**src/sv/mfud_pkg.sv**
```systemverilog
package mfud_pkg;

  // shared multiplier: signed operands wide enough for a 32-bit unsigned scale
  localparam int unsigned MUL_W   = 33;
  localparam int unsigned PROD_W  = 2 * MUL_W;

  // unwrapped count fits raw + (32-bit turns) * (2 * 15-bit half turn)
  localparam int unsigned COUNT_W = 49;
  localparam int unsigned LO_W    = 24;
  localparam int unsigned HI_W    = COUNT_W - LO_W;

  // fixed-point result widths
  localparam int unsigned FRAC_SH = 12;
  localparam int unsigned POS_W   = 48;
  localparam int unsigned VEL_W   = 32;
  localparam int unsigned ACC_W   = COUNT_W + 32;

  localparam logic [POS_W-1:0] POS_MAX = {1'b0, {(POS_W-1){1'b1}}};
  localparam logic [POS_W-1:0] POS_MIN = {1'b1, {(POS_W-1){1'b0}}};

  // configuration port
  localparam int unsigned APB_ADDR_W = 5;
  localparam int unsigned APB_DATA_W = 32;
  localparam int unsigned REG_IDX_W  = 3;

  localparam logic [REG_IDX_W-1:0] REG_FEEDBACK_ID    = 3'd0;
  localparam logic [REG_IDX_W-1:0] REG_HALF_TURN      = 3'd1;
  localparam logic [REG_IDX_W-1:0] REG_POSITION_SCALE = 3'd2;
  localparam logic [REG_IDX_W-1:0] REG_VELOCITY_SCALE = 3'd3;
  localparam logic [REG_IDX_W-1:0] REG_TORQUE_SCALE   = 3'd4;

  localparam logic [10:0] RST_FEEDBACK_ID    = 11'd0;
  localparam logic [14:0] RST_HALF_TURN      = 15'd16384;
  localparam logic [31:0] RST_POSITION_SCALE = 32'd102400;
  localparam logic [31:0] RST_VELOCITY_SCALE = 32'd3932160;
  localparam logic [31:0] RST_TORQUE_SCALE   = 32'd1310720;

  typedef struct packed {
    logic [10:0] feedback_id;
    logic [14:0] half_turn_counts;
    logic [31:0] position_scale;
    logic [31:0] velocity_scale;
    logic [31:0] torque_scale;
  } cfg_t;

endpackage

```
**src/sv/mfud_mul.sv**
```systemverilog
module mfud_mul (
  input  logic                                clk_i,
  input  logic signed [mfud_pkg::MUL_W-1:0]   op_a_i,
  input  logic signed [mfud_pkg::MUL_W-1:0]   op_b_i,
  output logic signed [mfud_pkg::PROD_W-1:0]  prod_o
);
  import mfud_pkg::*;

  logic signed [PROD_W-1:0] prod_q, prod_d;

  // registered signed product
  assign prod_d = PROD_W'(op_a_i) * PROD_W'(op_b_i);
  assign prod_o = prod_q;

  always_ff @(posedge clk_i) begin
    prod_q <= prod_d;
  end

endmodule

```
**config.mk**
```make
export PLATFORM = sky130hd
export DESIGN_NAME = mfud_mul
export DESIGN_NICKNAME = d
export VERILOG_FILES = /design/src/sv/mfud_pkg.sv /design/src/sv/mfud_mul.sv
export SDC_FILE = /design/constraint.sdc
export NUM_CORES = 2
export LEC_CHECK = 0
export BUFFER_PORTS_ARGS = -buffer_cell sky130_fd_sc_hd__buf_2
export CAP_MARGIN = 20
export CORE_MARGIN = 4
export CORE_UTILIZATION = 35
export CTS_CLUSTER_DIAMETER = 120
export DETAILED_ROUTE_END_ITERATION = 8
export PLACE_DENSITY = 0.59
export SLEW_MARGIN = 10
export SYNTH_ARGS = -nofsm -noshare
export SYNTH_HDL_FRONTEND = slang
export SYNTH_SLANG_ARGS = --single-unit
```
**constraint.sdc**
```tcl
create_clock -name clk_i -period 11.55 [get_ports clk_i]
set_clock_uncertainty 0.2 [all_clocks]
set_input_delay 1.155 -clock clk_i [delete_from_list [all_inputs] [get_ports clk_i]]
set_output_delay 1.155 -clock clk_i [all_outputs]
set_load 0.005 [all_outputs]
```
* Yosys cells after proc, flatten, opt, wreduce, memory -nomap -nowiden
Index checks and enable logic that the tools add are counted.
** Storage, ports and cells
- Bits in registers :: 66
- Input bits :: 67
- Output and inout port bits :: 66
- Word-level logic and storage cells :: 2
** Operators by class
- Multiply operators :: 1
** Operators with widths (count)
- multiplier 33 x 33 -> 66 bit :: 1

* Depth between registers and ports, before layout
- Word-level depth :: 1
- Gate-level depth with buffers :: 29
- Depth with buffers taken out :: 27

* Worst setup path after synthesis
OpenSTA, ideal clock, no wires.
- Path type :: input to register
- Start :: input port op_a_i[32] (netlist bit)
- End :: register prod_q[65], in the netlist prod_o[65]
- Library setup time :: 72 ps
- Arrival :: 8304 ps
- Data required time :: 11278 ps
- Path slack :: 2974 ps
- Stages on the path :: 22
- Path buffers :: 2
- Path through :: clkbuf_1 nand2_1 inv_1 fa_1 fa_1 fa_1 fa_1 fa_1 fa_1 fa_1 inv_1 fa_1 inv_1 ha_1 clkbuf_1 a21o_1 a21o_1 a221o_1 a31oi_2 o211ai_1 o41ai_2 xnor2_1
** On the way
- Longest elaborated chain between the ends :: 1
** RTL lines
- from (decl) :: line mfud_mul.sv:3 : input logic signed [mfud_pkg::MUL_W-1:0] op_a_i,
- multiplier 33 x 33 -> 66 bit :: line mfud_mul.sv:12 : assign prod_d = PROD_W'(op_a_i) * PROD_W'(op_b_i);
- net prod_d[65] :: line mfud_mul.sv:9 : logic signed [PROD_W-1:0] prod_q, prod_d;
- to (signal assigned) :: line mfud_mul.sv:16 : prod_q <= prod_d;
- to (decl) :: line mfud_mul.sv:9
The timed path passes the listed nets, and every way through them passes these cells.

* Worst setup path after layout
- Start :: input port op_b_i[11] (netlist bit)
- End :: register prod_q[62], in the netlist prod_o[62]
** On the way
- Longest elaborated chain between the ends :: 1
** RTL lines
- from (decl) :: line mfud_mul.sv:4 : input logic signed [mfud_pkg::MUL_W-1:0] op_b_i,
- multiplier 33 x 33 -> 66 bit :: line mfud_mul.sv:12
- net prod_d[62] :: line mfud_mul.sv:9
The timed path passes the listed nets, and every way through them passes these cells.

==> flow_summary.yaml <==
status:
  outcome: "completed"
detailed_routing:
  routed_via_density: 4.82
  drt_pass1_iterations: 7
  wl_per_cell_um: 19.5
  ant_nets: 0
  vias: 27864
  drt-initial-drc-count: 1604
  drc: 0
  finalWirelength_um: 113000
worst_setup_path:
  critical_path_depth: 25
  cp-start-kind: "input port"
  slowest_stage: "a21oi_1"
  critPathMaxStageDelay_ps: 880
  cp-end-kind: "register"
  cp_top_family: "adder cells"
  critPathMaxFanout: 33
  critical_path.most_common_cell: "fa_1"
  critPathBufInv: 6
  cp.required_ps: 11620
  crit_type: "in -> reg"
  cp_data_arrival_time_ps: 9450
yosys:
  synth_common_cells: "fa_1 (1145), inv_1 (1133), and2_1 (562)"
  synthDominantCellAreaShare_pct: 56.8
  yosysMostFrequentCell: "fa_1"
  ys_warn_count: 0
  synthCells: 4302
  netlist_area_um2: 40400
  synth.distinct_cells: 61
  synthFlopType: "dfxtp_1"
  synth_edf_count: 0
  synth_top_cell_by_area: "fa_1"
  synth-seq-cells: 66
  ys_seq_area_share_pct: 3.27
  async_reset_ff_share_pct: 0
  yosys-top-cells-area: "fa_1 (57%), inv_1 (11%), and2_1 (8.7%)"
  synth_nets: 5731
  synth.avg_cell_area_um2: 9.38
final_layout:
  area_growth_syn_to_layout_pct: 5.55
  drive_above_1_share_pct: 4.56
  largest_register_ffs: 66
  stdcell_count: 5777
  nFillCells: 11560
  final_nets: 5678
  fin_util_pct: 37.3
place:
  numPortBuffers: 132
  placedCellCount: 5749
  dp_hpwl_um: 92300
  gp_congestion: 0.908
clock_tree:
  clock_path_buffers: 2
  clk_transition_reported_paths_ps: 70
  root_buffer: "clkbuf_16"
  cts_tree: "done"
  cts_buffers: 9
  cts_htree_levels: 3
  cts_setup_buffers: 0
  cts.sinks: 66
  cts_resized: 0
  ctsHoldBuffers: 0
floorplan:
  die_y_um: 348
  fp.coreArea_um2: 114000
  ios: 133
  design.die.area_um2: 121000
  initial_utilization_pct: 35.3
  rows: 124
  die_x_um: 348
min_path:
  holdPathStages: 2
  hold_path_class: "in -> reg"
timing:
  tightestPinTransition_ps: 1110
  max_freq_mhz: 107
  finalCritPeriodShare_pct: 81.2
  slew_viol_final: 0
  final-hold-violation-count: 0
  finalSetupViolations: 0
  min_period_ps: 9380
  relSlewSlack_pct: 26.2
  rsz0062_at_grt: "false"
  fin_tns_setup_ps: 0
global_routing:
  grt_pass1_wl_um: 184000
  grt-ovfl-total: 0
  grtUsageTotal_pct: 19.7
  first_global_vias: 31654
  grt_max_degree: 34
  antenna_found_initial: 21
job:
  max-cap-violations: 0
-- routing by layer --
metal | global-route usage, % | share of wire [%]
met5 | 0 | 0.066
met4 | 4.76 | 2.4
met3 | 3.66 | 7.1
met2 | 32.3 | 48
met1 | 27.1 | 43
-- layout by cell type (no fill, tap or decap), types with 3 or more instances in the layout --
cell / n
nor2b_1: 3
nand2b_1: 9
nand3_1: 18
and2_1: 562
o21ba_2: 3
xnor2_1: 55
a211oi_1: 5
dfxtp_1: 66
o21a_1: 7
ha_1: 217
inv_1: 1133
nand2_1: 543
or2_2: 4
nor3_1: 7
o22ai_1: 3
a21o_1: 28
a31oi_1: 9
o21ai_1: 5
a221o_1: 3
buf_4: 23
o211ai_1: 7
xor2_1: 20
a211oi_2: 4
buf_2: 132
and3_1: 7
nand4_1: 9
clkbuf_16: 9
fa_1: 1145
o21ai_0: 37
o21bai_1: 8
diode_2: 11
and4_1: 7
nor4_1: 5
nor2_1: 47
a21oi_1: 73
-- layout make-up --
class	instances	area, µm²	share of cell area (%)
Multi-Input combinational cell	2882	34000	79.7
Inverter	1133	4250	9.98
Tap cell	1512	1890	4.44
Sequential cell	66	1320	3.10
Timing Repair Buffer	157	868	2.04
Clock buffer	11	233	0.546
Clock inverter	5	55.1	0.129
Antenna cell	11	27.5	0.0646
-- stage by stage --
step | hold WS [ps] | worst slack [ps] | cell area (µm²)
final | 1220 | 2170 | 42600
after global routing | 1220 | 1780 | 42600
after CTS | 1170 | 2230 | 42600
after detailed placement | 1330 | 1830 | 42300
after global placement | 1330 | 1870 | 42300
after floorplan | 1080 | 2970 | 40400
-- worst paths after layout --
kind	from	to	slack, ps
max	op_b_i[11]	prod_o[62]$_DFF_P_	2170
min	op_b_i[0]	prod_o[0]$_DFF_P_	1220
-- logic make-up (layout without fill, tap and decap cells) --
kind of cell	after synthesis	after routing	share of synthesized area, %
compound gates	217	217	3.60
xor+xnor	75	75	1.63
fa+ha+maj	1362	1362	63.5
buf+inv	1354	1306	12.6
flops	66	66	3.27
other cells	0	11	0
simple gates	1228	1228	15.4
Power is not shown: default switching activity piles up to over one toggle a cycle in this logic, so the estimate is an artifact.
