## src/sv/mfud_pkg.sv

```systemverilog
package mfud_pkg;

  // shared multiplier: signed operands wide enough for a 32-bit unsigned scale
  localparam int unsigned MUL_W   = 33;
  localparam int unsigned PROD_W  = 2 * MUL_W;

  // unwrapped count fits raw + (32-bit turns) * (2 * 15-bit half turn)
  localparam int unsigned COUNT_W = 49;
  localparam int unsigned LO_W    = 24;
  localparam int unsigned HI_W    = COUNT_W - LO_W;

  // fixed-point result widths
  localparam int unsigned FRAC_SH = 12;
  localparam int unsigned POS_W   = 48;
  localparam int unsigned VEL_W   = 32;
  localparam int unsigned ACC_W   = COUNT_W + 32;

  localparam logic [POS_W-1:0] POS_MAX = {1'b0, {(POS_W-1){1'b1}}};
  localparam logic [POS_W-1:0] POS_MIN = {1'b1, {(POS_W-1){1'b0}}};

  // configuration port
  localparam int unsigned APB_ADDR_W = 5;
  localparam int unsigned APB_DATA_W = 32;
  localparam int unsigned REG_IDX_W  = 3;

  localparam logic [REG_IDX_W-1:0] REG_FEEDBACK_ID    = 3'd0;
  localparam logic [REG_IDX_W-1:0] REG_HALF_TURN      = 3'd1;
  localparam logic [REG_IDX_W-1:0] REG_POSITION_SCALE = 3'd2;
  localparam logic [REG_IDX_W-1:0] REG_VELOCITY_SCALE = 3'd3;
  localparam logic [REG_IDX_W-1:0] REG_TORQUE_SCALE   = 3'd4;

  localparam logic [10:0] RST_FEEDBACK_ID    = 11'd0;
  localparam logic [14:0] RST_HALF_TURN      = 15'd16384;
  localparam logic [31:0] RST_POSITION_SCALE = 32'd102400;
  localparam logic [31:0] RST_VELOCITY_SCALE = 32'd3932160;
  localparam logic [31:0] RST_TORQUE_SCALE   = 32'd1310720;

  typedef struct packed {
    logic [10:0] feedback_id;
    logic [14:0] half_turn_counts;
    logic [31:0] position_scale;
    logic [31:0] velocity_scale;
    logic [31:0] torque_scale;
  } cfg_t;

endpackage

```

## src/sv/mfud_cfg.sv

```systemverilog
module mfud_cfg (
  input  logic                            clk_i,
  input  logic                            rst_ni,
  input  logic                            psel,
  input  logic                            penable,
  input  logic                            pwrite,
  input  logic [mfud_pkg::APB_ADDR_W-1:0] paddr,
  input  logic [mfud_pkg::APB_DATA_W-1:0] pwdata,
  output logic [mfud_pkg::APB_DATA_W-1:0] prdata,
  output logic                            pready,
  output mfud_pkg::cfg_t                  cfg_o
);
  import mfud_pkg::*;

  cfg_t                 cfg_q, cfg_d;
  logic [REG_IDX_W-1:0] idx;
  logic                 wr_en;

  assign idx    = paddr[APB_ADDR_W-1:2];
  assign pready = 1'b1;
  assign wr_en  = psel && penable && pwrite && pready;
  assign cfg_o  = cfg_q;

  always_comb begin
    cfg_d = cfg_q;
    if (wr_en) begin
      unique case (idx)
        REG_FEEDBACK_ID:    cfg_d.feedback_id      = pwdata[10:0];
        REG_HALF_TURN:      cfg_d.half_turn_counts = pwdata[14:0];
        REG_POSITION_SCALE: cfg_d.position_scale   = pwdata;
        REG_VELOCITY_SCALE: cfg_d.velocity_scale   = pwdata;
        REG_TORQUE_SCALE:   cfg_d.torque_scale     = pwdata;
        default: ;
      endcase
    end
  end

  always_comb begin
    unique case (idx)
      REG_FEEDBACK_ID:    prdata = APB_DATA_W'(cfg_q.feedback_id);
      REG_HALF_TURN:      prdata = APB_DATA_W'(cfg_q.half_turn_counts);
      REG_POSITION_SCALE: prdata = cfg_q.position_scale;
      REG_VELOCITY_SCALE: prdata = cfg_q.velocity_scale;
      REG_TORQUE_SCALE:   prdata = cfg_q.torque_scale;
      default:            prdata = '0;
    endcase
  end

  always_ff @(posedge clk_i or negedge rst_ni) begin
    if (!rst_ni) begin
      cfg_q.feedback_id      <= RST_FEEDBACK_ID;
      cfg_q.half_turn_counts <= RST_HALF_TURN;
      cfg_q.position_scale   <= RST_POSITION_SCALE;
      cfg_q.velocity_scale   <= RST_VELOCITY_SCALE;
      cfg_q.torque_scale     <= RST_TORQUE_SCALE;
    end else begin
      cfg_q <= cfg_d;
    end
  end

endmodule

```

## config.mk

```make
export PLATFORM = sky130hd
export DESIGN_NAME = mfud_cfg
export DESIGN_NICKNAME = d
export VERILOG_FILES = /design/src/sv/mfud_pkg.sv /design/src/sv/mfud_cfg.sv
export SDC_FILE = /design/constraint.sdc
export NUM_CORES = 1
export LEC_CHECK = 0
export BUFFER_PORTS_ARGS = -buffer_cell sky130_fd_sc_hd__buf_2
export CAP_MARGIN = 5
export CORE_UTILIZATION = 50
export DETAILED_ROUTE_END_ITERATION = 12
export PLACE_DENSITY = 0.9
export SYNTH_ARGS = -nofsm -noshare
export SYNTH_HDL_FRONTEND = slang
export SYNTH_SLANG_ARGS = --single-unit
```

## constraint.sdc

```tcl
create_clock -name clk_i -period 2.09 [get_ports clk_i]
set_input_delay 0 -clock clk_i [delete_from_list [all_inputs] [get_ports clk_i]]
set_output_delay 0 -clock clk_i [all_outputs]
set_load 0.01 [all_outputs]
```

Word-level counts from Yosys, hierarchy flattened. Cells that the tools add are included.

Div/mod/pow operators: 0. Bitwise operators: 0. $lt $le $gt $ge: 0. Reductions and logical operators: 8. Shift-type cells: 0. Muxes and demuxes: 1. Eq/ne operators: 4. $add $sub $neg: 0. Multiply operators: 0.

Operators with widths (number): one-hot mux 32 bit (5 select lines) (1); AND reduction 2 bit (5); == test 3 x 2 -> 1 bit, second input constant (2); == test 3 x 1 -> 1 bit, second input constant (1); == test 3 bit, second input constant (1); zero test 3 bit (1); logical AND 1 bit (2).

Memory bits (writable): 0. Bits in registers: 122. Bits in latches: 0. ROM bits: 0. Bits of input ports: 42. Memories kept: 0. Output and inout bits: 155.

Logic depth before layout (Yosys ltp). Gate-level depths: netlist (run 1).

Depth in word-level cells: 3. Mapped depth: 5.

Worst setup path after synthesis (run 1). OpenSTA, ideal clock, no wires.

Path type: input port to flip-flop. From: input port paddr[3] (netlist bit). To: register cfg_q (netlist bit cfg_o[10]). Arrival: 1.098 ns. Stages: 5. Path buffers: 2. Library setup time: 0.125 ns. Path slack: 0.867 ns. Cells stage by stage: nor3b_4 and4_1 buf_6 buf_12 mux2_4.

Longest elaborated chain between the ends: 2.

Ends and longest elaborated chain: start, declared (RTL line mfud_cfg.sv:7) `input logic [mfud_pkg::APB_ADDR_W-1:0] paddr,`; == test 3 bit (RTL line mfud_cfg.sv:27) `unique case (idx)`; AND reduction 2 bit (no source line); end signal, assigned (RTL line mfud_cfg.sv:57) `cfg_q <= cfg_d;`; end, declared (RTL line mfud_cfg.sv:15) `cfg_t cfg_q, cfg_d;`.

No other way between the ends. A chain may end at the register's enable or synchronous reset.

Worst setup path in the final report (run 1).
From: input port paddr[3] (netlist bit). To: output port prdata[23] (netlist bit).

Longest elaborated chain between the ends: 2. Elaborated cells between the ends (all ways): 6.

Ends and longest elaborated chain: == test 3 bit (tied with other cells) (RTL line mfud_cfg.sv:39) `unique case (idx)`; one-hot mux 32 bit (5 select lines) (*) (RTL line mfud_cfg.sv:39); end, declared (RTL line mfud_cfg.sv:9) `output logic [mfud_pkg::APB_DATA_W-1:0] prdata,`.

Every way passes the cells marked *; elsewhere a longest branch is shown, timed or not.

==> flow_summary.json, run 1 <==
{
  "timing.fmax_ghz": 0.590,
  "combPwrFrac_pct": 22.5,
  "core_um2": 10900,
  "drt_wl_total_um": 15700,
  "cts_tree": "built",
  "reg2reg_slack_ns": 1.23,
  "die_w_um": 108,
  "clkTransAtPathRegs_ns": 0.05,
  "tns_ns": 0,
  "cts_sinks": 122,
  "post-route-period-util_pct": 81.1,
  "synth_area_leaders": "dfrtp_1 50%, mux2_2 20%, mux2_4 8.0%, dfstp_2 4.7%, mux2i_1 3.7%",
  "synthSimpleGateAreaFrac_pct": 3.19,
  "ys_ff_latch": 122,
  "power_density_nw_per_um2": 1050,
  "ys_types": 28,
  "dp_hpwl_um": 10300,
  "r2r-start": "cfg_o[15]",
  "via_per_inst": 5.64,
  "p_int_w": 0.00581,
  "crit_end": "prdata[23]",
  "muxShareOfSynthArea_pct": 32.2,
  "slowest_delay_ns": 0.59,
  "seq_area_frac_synth_pct": 54.3,
  "syn-cell-area_um2": 5650,
  "initialDrtViolationCount": 263,
  "slew_viol_final": 0,
  "initial_core_util_pct": 51.6,
  "num_vias": 4395,
  "grt_pass1_wl_um": 24100,
  "critPathRequiredTime_ns": 2.09,
  "syn_avg_cell_area_um2": 14.4,
  "overflow": 0,
  "rows": 38,
  "maxCapViolations": 0,
  "switching_share_pct": 28.1,
  "worstRegToRegCells": 1,
  "reg2reg_to": "cfg_o[15]",
  "path_cells": "buf_2 -> nand2b_1 -> o21ai_0 -> buf_2",
  "largest_reg_flops": 122,
  "antenna_found_initial": 0,
  "io_pins": 197,
  "n_antenna_cell": 0,
  "synth_fp_nets": 435,
  "period_needed_ns": 1.69,
  "power_w": 0.00807,
  "die_y_um": 108,
  "criticalPathCategory": "in2out",
  "rsz0062_at_grt": "no",
  "grt_max_degree": 83,
  "area_growth_pct": 35.8,
  "critPathSlowestCell": "nand2b_1",
  "synth_top_family_by_area": "multiplexers",
  "first_pass_iters": 4,
  "post-cts-setup-buffer-count": 0,
  "yosys.area.top_type_share_pct": 49.6,
  "fin_skew_ns": 0,
  "hold_path.class": "in2async",
  "p_seq_share_pct": 40.4,
  "layout-drive-gt1-share_pct": 59.5,
  "track_usage_pct": 27.4,
  "synth_area_leader_cell": "dfrtp_1",
  "slew_headroom_pct": 36.7,
  "yosys_warnings": 0,
  "syn_inst": 393,
  "worst_pin_slew_ns": 0.946,
  "die_area_um2": 11700,
  "place_congestion": 0.757,
  "clock_latency_ns": 0.41,
  "critPathLaunch": "paddr[3]",
  "path_max_fanout": 23,
  "port_buffers": 193,
  "leakage_nw": 3.87,
  "synth_compound_area_share_pct": 6.63,
  "nNetsFinal": 668,
  "crit_path_start_kind": "input port",
  "grt_pass1_vias": 4510,
  "wl_per_cell_um": 20.2,
  "clkPwrFrac_pct": 37.1,
  "outcome": "finished, final reports clean",
  "synth_adder_area_share_pct": 0,
  "synth_xor_area_share_pct": 0,
  "hold_viol": 0,
  "setup_viol": 0,
  "ir_drop_uv": 549,
  "drc": 0,
  "crit_path_end_kind": "output pin",
  "cts_buffer_depth": 2,
  "crit_arrival_ns": 1.69,
  "antenna_left": 0,
  "htree_levels": 4,
  "cts-root-buf": "clkbuf_16",
  "p_switching_w": 0.00227,
  "cp_common_cell": "buf_2",
  "numCtsBuffers": 17
}
[routing by layer]
metal	routed length (µm)	vias to the layer above	part of all wire (%)	GRT usage, %
met3	1120	21	7.1	6.51
met5	0	-	0	0
li1	-	1916	-	-
met4	229	0	1.5	10.5
met1	6210	2234	39	32.0
met2	8170	224	52	48.7
[cell usage in the layout, fill, tap and decap left out, drive strengths merged]
master       netlist  final
nand2             18     18
a22oi             15     15
nor3b              2      2
dlygate4sd3        0     33
o21ai             28     28
dfrtp            112    112
dfstp             10     10
nor2               2      2
a32oi             11     11
clkinvlp           0      1
conb               1      1
and4               1      1
mux2             133    133
bufinv             0      3
nor3               1      1
buf               19    208
nor2b              3      3
or3                1      1
mux2i             21     21
clkbuf             8     25
nand2b             1      1
clkinv             0      3
nand4b             1      1
o22ai              4      4
inv                1      1
[repair_timing]
item | in CTS | in global routing
hold buffers | 33 | 0
resized for setup | 0 | 0
hold endpoints to repair | 162 | 0
setup endpoints to repair | 0 | 0
[critical path, delay by kind of cell]
family / cells / cell delay, ns
buffers and inverters: 2 / 0.62
AND/OR/NAND/NOR: 1 / 0.59
AO/OA/AOI/OAI: 1 / 0.47
[through the flow]
stage / std cells / instance area [µm²] / setup slack, ns / hold slack (ns) / util [%]
after floorplan: 393 / 5650 / 0.867 / -0.296 / -
after global placement: 714 / 6730 / 0.509 / -0.000584 / 61.6
after detailed placement: 714 / 6730 / 0.413 / 0.0121 / 61.6
after CTS: 779 / 7670 / 0.411 / 0.130 / 70.1
after global routing: 779 / 7670 / 0.295 / 0.186 / 70.1
final: 779 / 7670 / 0.395 / 0.128 / 70.1
[cell families after synthesis]
logic type,Yosys count
buffers and inverters,28
AOI/OAI and AO/OA,58
DFF,122
muxes,154
other,1
and+or+nand+nor,30
[power by group through the flow]
stage	registers, W	logic [W]	clock network (W)
2_1_floorplan	0.00342	0.000736	0
3_3_place_gp	0.00322	0.00170	0
3_5_place_dp	0.00327	0.00176	0
4_1_cts	0.00324	0.00182	0.00305
5_1_grt	0.00330	0.00196	0.00315
6_report	0.00326	0.00182	0.00299
[Yosys cell counts (all sizes together)]
cell      n
nor2      2
inv       1
nand4b    1
or3       1
o22ai     4
nor2b     3
nand2    18
nand2b    1
dfrtp   112
and4      1
nor3      1
clkbuf    8
a22oi    15
buf      19
o21ai    28
mux2    133
conb      1
mux2i    21
dfstp    10
a32oi    11
nor3b     2
[layout make-up]
| cell class | count | area (µm²) |
|---|---|---|
| Sequential cell | 122 | 3070 |
| Timing Repair Buffer | 241 | 1420 |
| Tap cell | 140 | 175 |
| Clock inverter | 7 | 113 |
| Multi-Input combinational cell | 243 | 2390 |
| Inverter | 1 | 3.75 |
| Fill cell | 732 | 3270 |
| Clock buffer | 25 | 495 |
[how the worst min path moves through the flow]
| stage | startpoint | depth (start not counted) | to |
|---|---|---|---|
| after detailed placement | rst_ni | 1 | cfg_o[16] |
| after global placement | rst_ni | 1 | cfg_o[16] |
| final | rst_ni | 2 | cfg_o[16] |
| after CTS | rst_ni | 2 | cfg_o[16] |
| after floorplan | rst_ni | 0 | cfg_o[0] |
| after global routing | rst_ni | 2 | cfg_o[16] |
Note: power is estimated with default switching activity, not from simulation.
==> run 2: changes to the inputs <==
--- a/config.mk
+++ b/config.mk
@@ -5,11 +5,12 @@
 export SDC_FILE = /design/constraint.sdc
 export NUM_CORES = 1
 export LEC_CHECK = 0
+export ABC_AREA = 1
 export BUFFER_PORTS_ARGS = -buffer_cell sky130_fd_sc_hd__buf_2
 export CAP_MARGIN = 5
-export CORE_UTILIZATION = 50
+export CORE_UTILIZATION = 45
 export DETAILED_ROUTE_END_ITERATION = 12
-export PLACE_DENSITY = 0.9
+export PLACE_DENSITY = 0.86
 export SYNTH_ARGS = -nofsm -noshare
 export SYNTH_HDL_FRONTEND = slang
 export SYNTH_SLANG_ARGS = --single-unit
==> constraint.sdc (replaced) <==
create_clock -name clk_i -period 1.41 [get_ports clk_i]
set_input_delay 0 -clock clk_i [delete_from_list [all_inputs] [get_ports clk_i]]
set_output_delay 0 -clock clk_i [all_outputs]
set_load 0.01 [all_outputs]
==> run 2 against run 1 <==
Against the previous run: synthesized area is 0.78% lower; largest cell class unchanged; cell count is 42% higher; die area is 10% higher; sequential share of layout area is 0.59 points lower; largest power group unchanged; combinational power is 36% higher; clock skew stayed put; via count is 29% higher; flip-flop and latch count stayed put; final area is 1.5% higher; clock power is 47% higher.
==> flow_summary.json, run 2 <==
{
  "cts_buffer_depth": 2,
  "yosysMostFrequentCell": "nand2_1",
  "overflow": 0,
  "timing.fmax_ghz": 0.747,
  "initial_core_util_pct": 46.5,
  "worst_hold_slack_ns": 0.122,
  "numCtsBuffers": 17,
  "yosys_warnings": 0,
  "die_w_um": 114,
  "crit_arrival_ns": 1.34,
  "synth_commonest_cells": "239 x nand2_1, 112 x dfrtp_1, 80 x o21ai_1",
  "async_reset_ff_share_pct": 100,
  "track_usage_pct": 27.8,
  "crit_path_start_kind": "flip-flop",
  "ir_drop_uv": 727,
  "r2r-start": "cfg_o[53]",
  "grt_pass1_vias": 5453,
  "cts-root-buf": "clkbuf_16",
  "wl_per_cell_um": 15.5,
  "synth_area_leaders": "dfrtp_1 50%, nand2_1 16%, o21ai_1 7.1%, inv_1 5.0%, dfstp_2 4.7%",
  "syn_avg_cell_area_um2": 8.06,
  "die_area_um2": 12900,
  "period_needed_ns": 1.34,
  "htree_levels": 4,
  "cp_top_family": "flip-flops",
  "grt_max_degree": 69,
  "drt_wl_total_um": 17100,
  "drc": 0,
  "ctsHoldBuffers": 33,
  "slew_viol_final": 0,
  "path_cells": "nand4_1 -> nand2_1 -> inv_1 -> nand2_1 -> buf_2",
  "fin_area_um2": 7780,
  "syn-cell-area_um2": 5600,
  "crit_path_end_kind": "output pin",
  "ys_dominant_reg_cell": "dfrtp_1",
  "antenna_left": 0,
  "initialDrtViolationCount": 482,
  "num_vias": 5675,
  "port_buffers": 193,
  "die_y_um": 114,
  "power_density_nw_per_um2": 1500,
  "rsz0062_at_grt": "no",
  "area_growth_pct": 38.9,
  "hold_viol": 0,
  "synth_edf_count": 0,
  "post-route-period-util_pct": 95.0,
  "clkTransAtPathRegs_ns": 0.06,
  "ys_ff_latch": 122,
  "n_antenna_cell": 0,
  "rows": 40,
  "layout_common_cells": "238 x nand2_1, 192 x buf_2, 112 x dfrtp_1, 80 x o21ai_1, 74 x inv_1",
  "io_pins": 197,
  "final_common_cell": "nand2_1",
  "synth_area_leader_cell": "dfrtp_1",
  "antenna_found_initial": 0,
  "placed_cell_area_um2": 6860,
  "seq_area_frac_synth_pct": 54.7,
  "outcome": "finished, final reports clean",
  "setup_viol": 0,
  "critPathSlowestCell": "dfstp_2",
  "critPathRequiredTime_ns": 1.41,
  "yosys.area.top_type_share_pct": 50.0,
  "place_ws_ns": 0.230,
  "via_per_inst": 5.14,
  "post-cts-setup-buffer-count": 0,
  "synth_fp_nets": 737,
  "grt_pass1_wl_um": 27500,
  "largest_reg_flops": 122,
  "dp_hpwl_um": 11500,
  "nNetsFinal": 966,
  "first_pass_iters": 6,
  "ys_types": 21,
  "crit_buf_inv": 2,
  "cts_sinks": 122,
  "layout-drive-gt1-share_pct": 28.8,
  "tns_ns": 0,
  "cp_common_cell": "nand2_1",
  "place_congestion": 0.832,
  "fin_ws_ns": 0.0707,
  "syn_inst": 695,
  "hold_path.class": "in2async",
  "cts_resized": 0,
  "maxCapViolations": 0,
  "criticalPathCategory": "reg2out",
  "power_w": 0.0117,
  "clock_latency_ns": 0.41,
  "leakage_nw": 4.24,
  "slowest_delay_ns": 0.54,
  "cts_tree": "built",
  "fin_skew_ns": 0,
  "core_um2": 12100,
  "path_max_fanout": 3,
  "critPathLaunch": "cfg_o[76]"
}
==> run 2: stage by stage <==
step / util [%] / std cells
floorplan: - / 695
global placement: 56.9 / 1040
detailed placement: 56.9 / 1040
CTS: 64.5 / 1105
global route: 64.5 / 1105
finish: 64.5 / 1105
==> run 2: final timing paths <==
kind	depth (start not counted)	endpoint	slack, ns
max	5	prdata[12]	0.07
min	3	cfg_o[119]	0.12
min in group clk_i	5	cfg_o[96]	0.18
max in group asynchronous	3	cfg_o[52]	0.92
max reg2reg	2	cfg_o[53]	0.58
min reg2reg	2	cfg_o[79]	0.49
==> run 2: power breakdown <==
group          switching, W  internal, W  total (W)
combinational       0.00144      0.00104    0.00248
sequential         0.000552      0.00423    0.00478
clock               0.00155      0.00285    0.00440
==> run 2: worst min-delay path, delay by kind of cell <==
family                 cells  cell delay (ns)
buffers and inverters      3             0.91
==> run 2: cell type report <==
cell class                      count  area [µm²]
Clock buffer                       23         468
Clock inverter                      9         123
Fill cell                         967        4280
Tap cell                          168         210
Multi-Input combinational cell    452        2050
Sequential cell                   122        3070
Timing Repair Buffer              253        1580
Inverter                           78         293
==> run 2: logic make-up after synthesis <==
group	synth area share, %
other cells	0.0669
simple gates	23.2
buf+inv	8.89
flops	54.7
compound gates	13.2
==> run 2: layer usage <==
metal  vias to the layer above  track usage, %  part of all wire [%]  wire length, µm
met3                        37            6.85                   7.5             1290
met1                      2669            34.4                    42             7260
li1                       2694               -                     -                -
met5                         -               0                     0                0
met4                         0            11.8                   2.1              352
met2                       275            46.3                    48             8230
==> run 3: changes to the inputs <==
--- a/config.mk
+++ b/config.mk
@@ -11,6 +11,8 @@
 export CORE_UTILIZATION = 45
 export DETAILED_ROUTE_END_ITERATION = 12
 export PLACE_DENSITY = 0.86
+export SETUP_SLACK_MARGIN = 0.2
+export SLEW_MARGIN = 20
 export SYNTH_ARGS = -nofsm -noshare
 export SYNTH_HDL_FRONTEND = slang
 export SYNTH_SLANG_ARGS = --single-unit
==> run 3 against run 2 <==
Against the previous run: clock skew did not move; global-route usage increased by 1.0 points; fmax grew 2.0%; die area unchanged; largest power group unchanged; sequential share of layout area shrank 2.0 points; first-iteration DRC count grew 25%; utilization up 3.5 points; clock power hardly changed.
==> flow_summary.json, run 3 (same netlist as run 2, synthesis figures left out) <==
{
  "slowest_delay_ns": 0.53,
  "layout_common_cells": "237 x nand2_1, 190 x buf_2, 112 x dfrtp_1, 80 x o21ai_1, 69 x buf_4",
  "tns_ns": 0,
  "cts-root-buf": "clkbuf_16",
  "die_w_um": 114,
  "layout-drive-gt1-share_pct": 33.8,
  "leakage_nw": 4.49,
  "overflow": 0,
  "port_buffers": 193,
  "seqCellArea_um2": 3070,
  "area_growth_pct": 46.4,
  "grt_pass1_vias": 5646,
  "power_w": 0.0121,
  "fin_skew_ns": 0,
  "timing.fmax_ghz": 0.762,
  "antenna_found_initial": 0,
  "hold_viol": 0,
  "period_needed_ns": 1.31,
  "grt_max_degree": 69,
  "htree_levels": 4,
  "nNetsFinal": 1016,
  "drt_wl_total_um": 18200,
  "largest_reg_flops": 122,
  "place_congestion": 0.832,
  "rsz0062_at_grt": "yes",
  "outcome": "finished, final reports clean",
  "via_per_inst": 5.20,
  "slew_viol_final": 0,
  "cp_top_family": "flip-flops",
  "cts_sinks": 122,
  "criticalPathCategory": "reg2out",
  "hold_path.class": "in2async",
  "cts_tree": "built",
  "power_density_nw_per_um2": 1480,
  "dp_hpwl_um": 11500,
  "critPathSlowestCell": "dfstp_2",
  "cp_common_cell": "nand2_1",
  "antenna_left": 0,
  "clock_latency_ns": 0.41,
  "grt_pass1_wl_um": 28400,
  "first_pass_iters": 8,
  "final_util_pct": 68.0,
  "crit_path_end_kind": "output pin",
  "crit_path_start_kind": "flip-flop",
  "ir_drop_uv": 753,
  "rows": 40,
  "numCtsBuffers": 17,
  "path_max_fanout": 2,
  "fillerInstances": 895,
  "io_pins": 197,
  "crit_arrival_ns": 1.31,
  "initialDrtViolationCount": 604,
  "path_cells": "nand4_1 -> nand2_1 -> inv_1 -> nand2_1 -> buf_2",
  "critPathRequiredTime_ns": 1.41,
  "wl_per_cell_um": 15.8,
  "num_vias": 6006,
  "multi_input_area_um2": 2070,
  "drc": 0,
  "die_area_um2": 12900,
  "setup_viol": 0,
  "core_um2": 12100,
  "track_usage_pct": 28.8,
  "maxCapViolations": 0,
  "crit_buf_inv": 2,
  "die_y_um": 114,
  "cts_buffer_depth": 2,
  "initial_core_util_pct": 46.5,
  "n_antenna_cell": 0,
  "clkTransAtPathRegs_ns": 0.06,
  "final_common_cell": "nand2_1",
  "post-route-period-util_pct": 93.1
}
run 3: changes by cell type in the layout (fill, tap and decap cells not counted):
cell	change
buf_2	-2
buf_4	+47
buf_6	+5
inv_1	-9
inv_2	+9
nand2_1	-1
nand2_2	+1
nand3_1	-2
nand3_2	+2
nor2_1	-2
nor2_2	+2
run 3: cell type report:
cell class	instances	area share (%)
Clock inverter	9	1.50
Tap cell	168	2.56
Clock buffer	23	5.71
Inverter	78	3.57
Timing Repair Buffer	303	24.1
Multi-Input combinational cell	452	25.2
Sequential cell	122	37.4
run 3: worst register-to-register path, stage by stage (launching register included):
cell and delay, ns:
dfrtp_1 0.40, buf_4 0.14, buf_4 0.13, nand2_1 0.05, o21ai_0 0.08
run 3: metrics by stage:
step / cell area, µm² / cells / hold slack, ns / setup slack, ns
6_report: 8200 / 1155 / 0.122 / 0.0969
2_1_floorplan: 5600 / 695 / -0.296 / 0.511
3_5_place_dp: 6860 / 1040 / 0.0246 / 0.230
4_1_cts: 8040 / 1139 / 0.129 / 0.0798
3_3_place_gp: 6860 / 1040 / 0.0283 / 0.280
5_1_grt: 8200 / 1155 / 0.143 / 0.0282
run 3: what timing repair did:
action | in CTS | in global routing
gates resized for setup | 4 | 15
endpoints found under the hold margin | 244 | 0
pin swaps | 8 | 23
buffers inserted | 34 | 16
setup endpoints to repair | 20 | 29
hold buffers | 33 | 0
run 3: final timing paths:
path / from / to / slack (ns) / cells after the start
worst min register to register: cfg_o[20] / cfg_o[20] / 0.50 / 2
worst max-delay path: cfg_o[76] / prdata[12] / 0.1 / 5
worst min-delay path: rst_ni / cfg_o[114] / 0.12 / 3
min in group clk_i: paddr[2] / cfg_o[96] / 0.18 / 5
worst max register to register: cfg_o[116] / cfg_o[116] / 0.49 / 4
max in group asynchronous: rst_ni / cfg_o[20] / 0.92 / 3
run 3: per-layer routing:
| layer | track usage (%) | part of all wire (%) |
|---|---|---|
| met4 | 13.2 | 2.8 |
| met5 | 0 | 0 |
| met1 | 34.8 | 40 |
| met2 | 49.0 | 49 |
| met3 | 6.48 | 8.2 |
run 3: power by group:
part	leakage [nW]	internal, W	total [W]	switching, W
logic	2.67	0.00138	0.00300	0.00162
registers	1.54	0.00423	0.00474	0.000513
clock network	0.291	0.00285	0.00440	0.00154
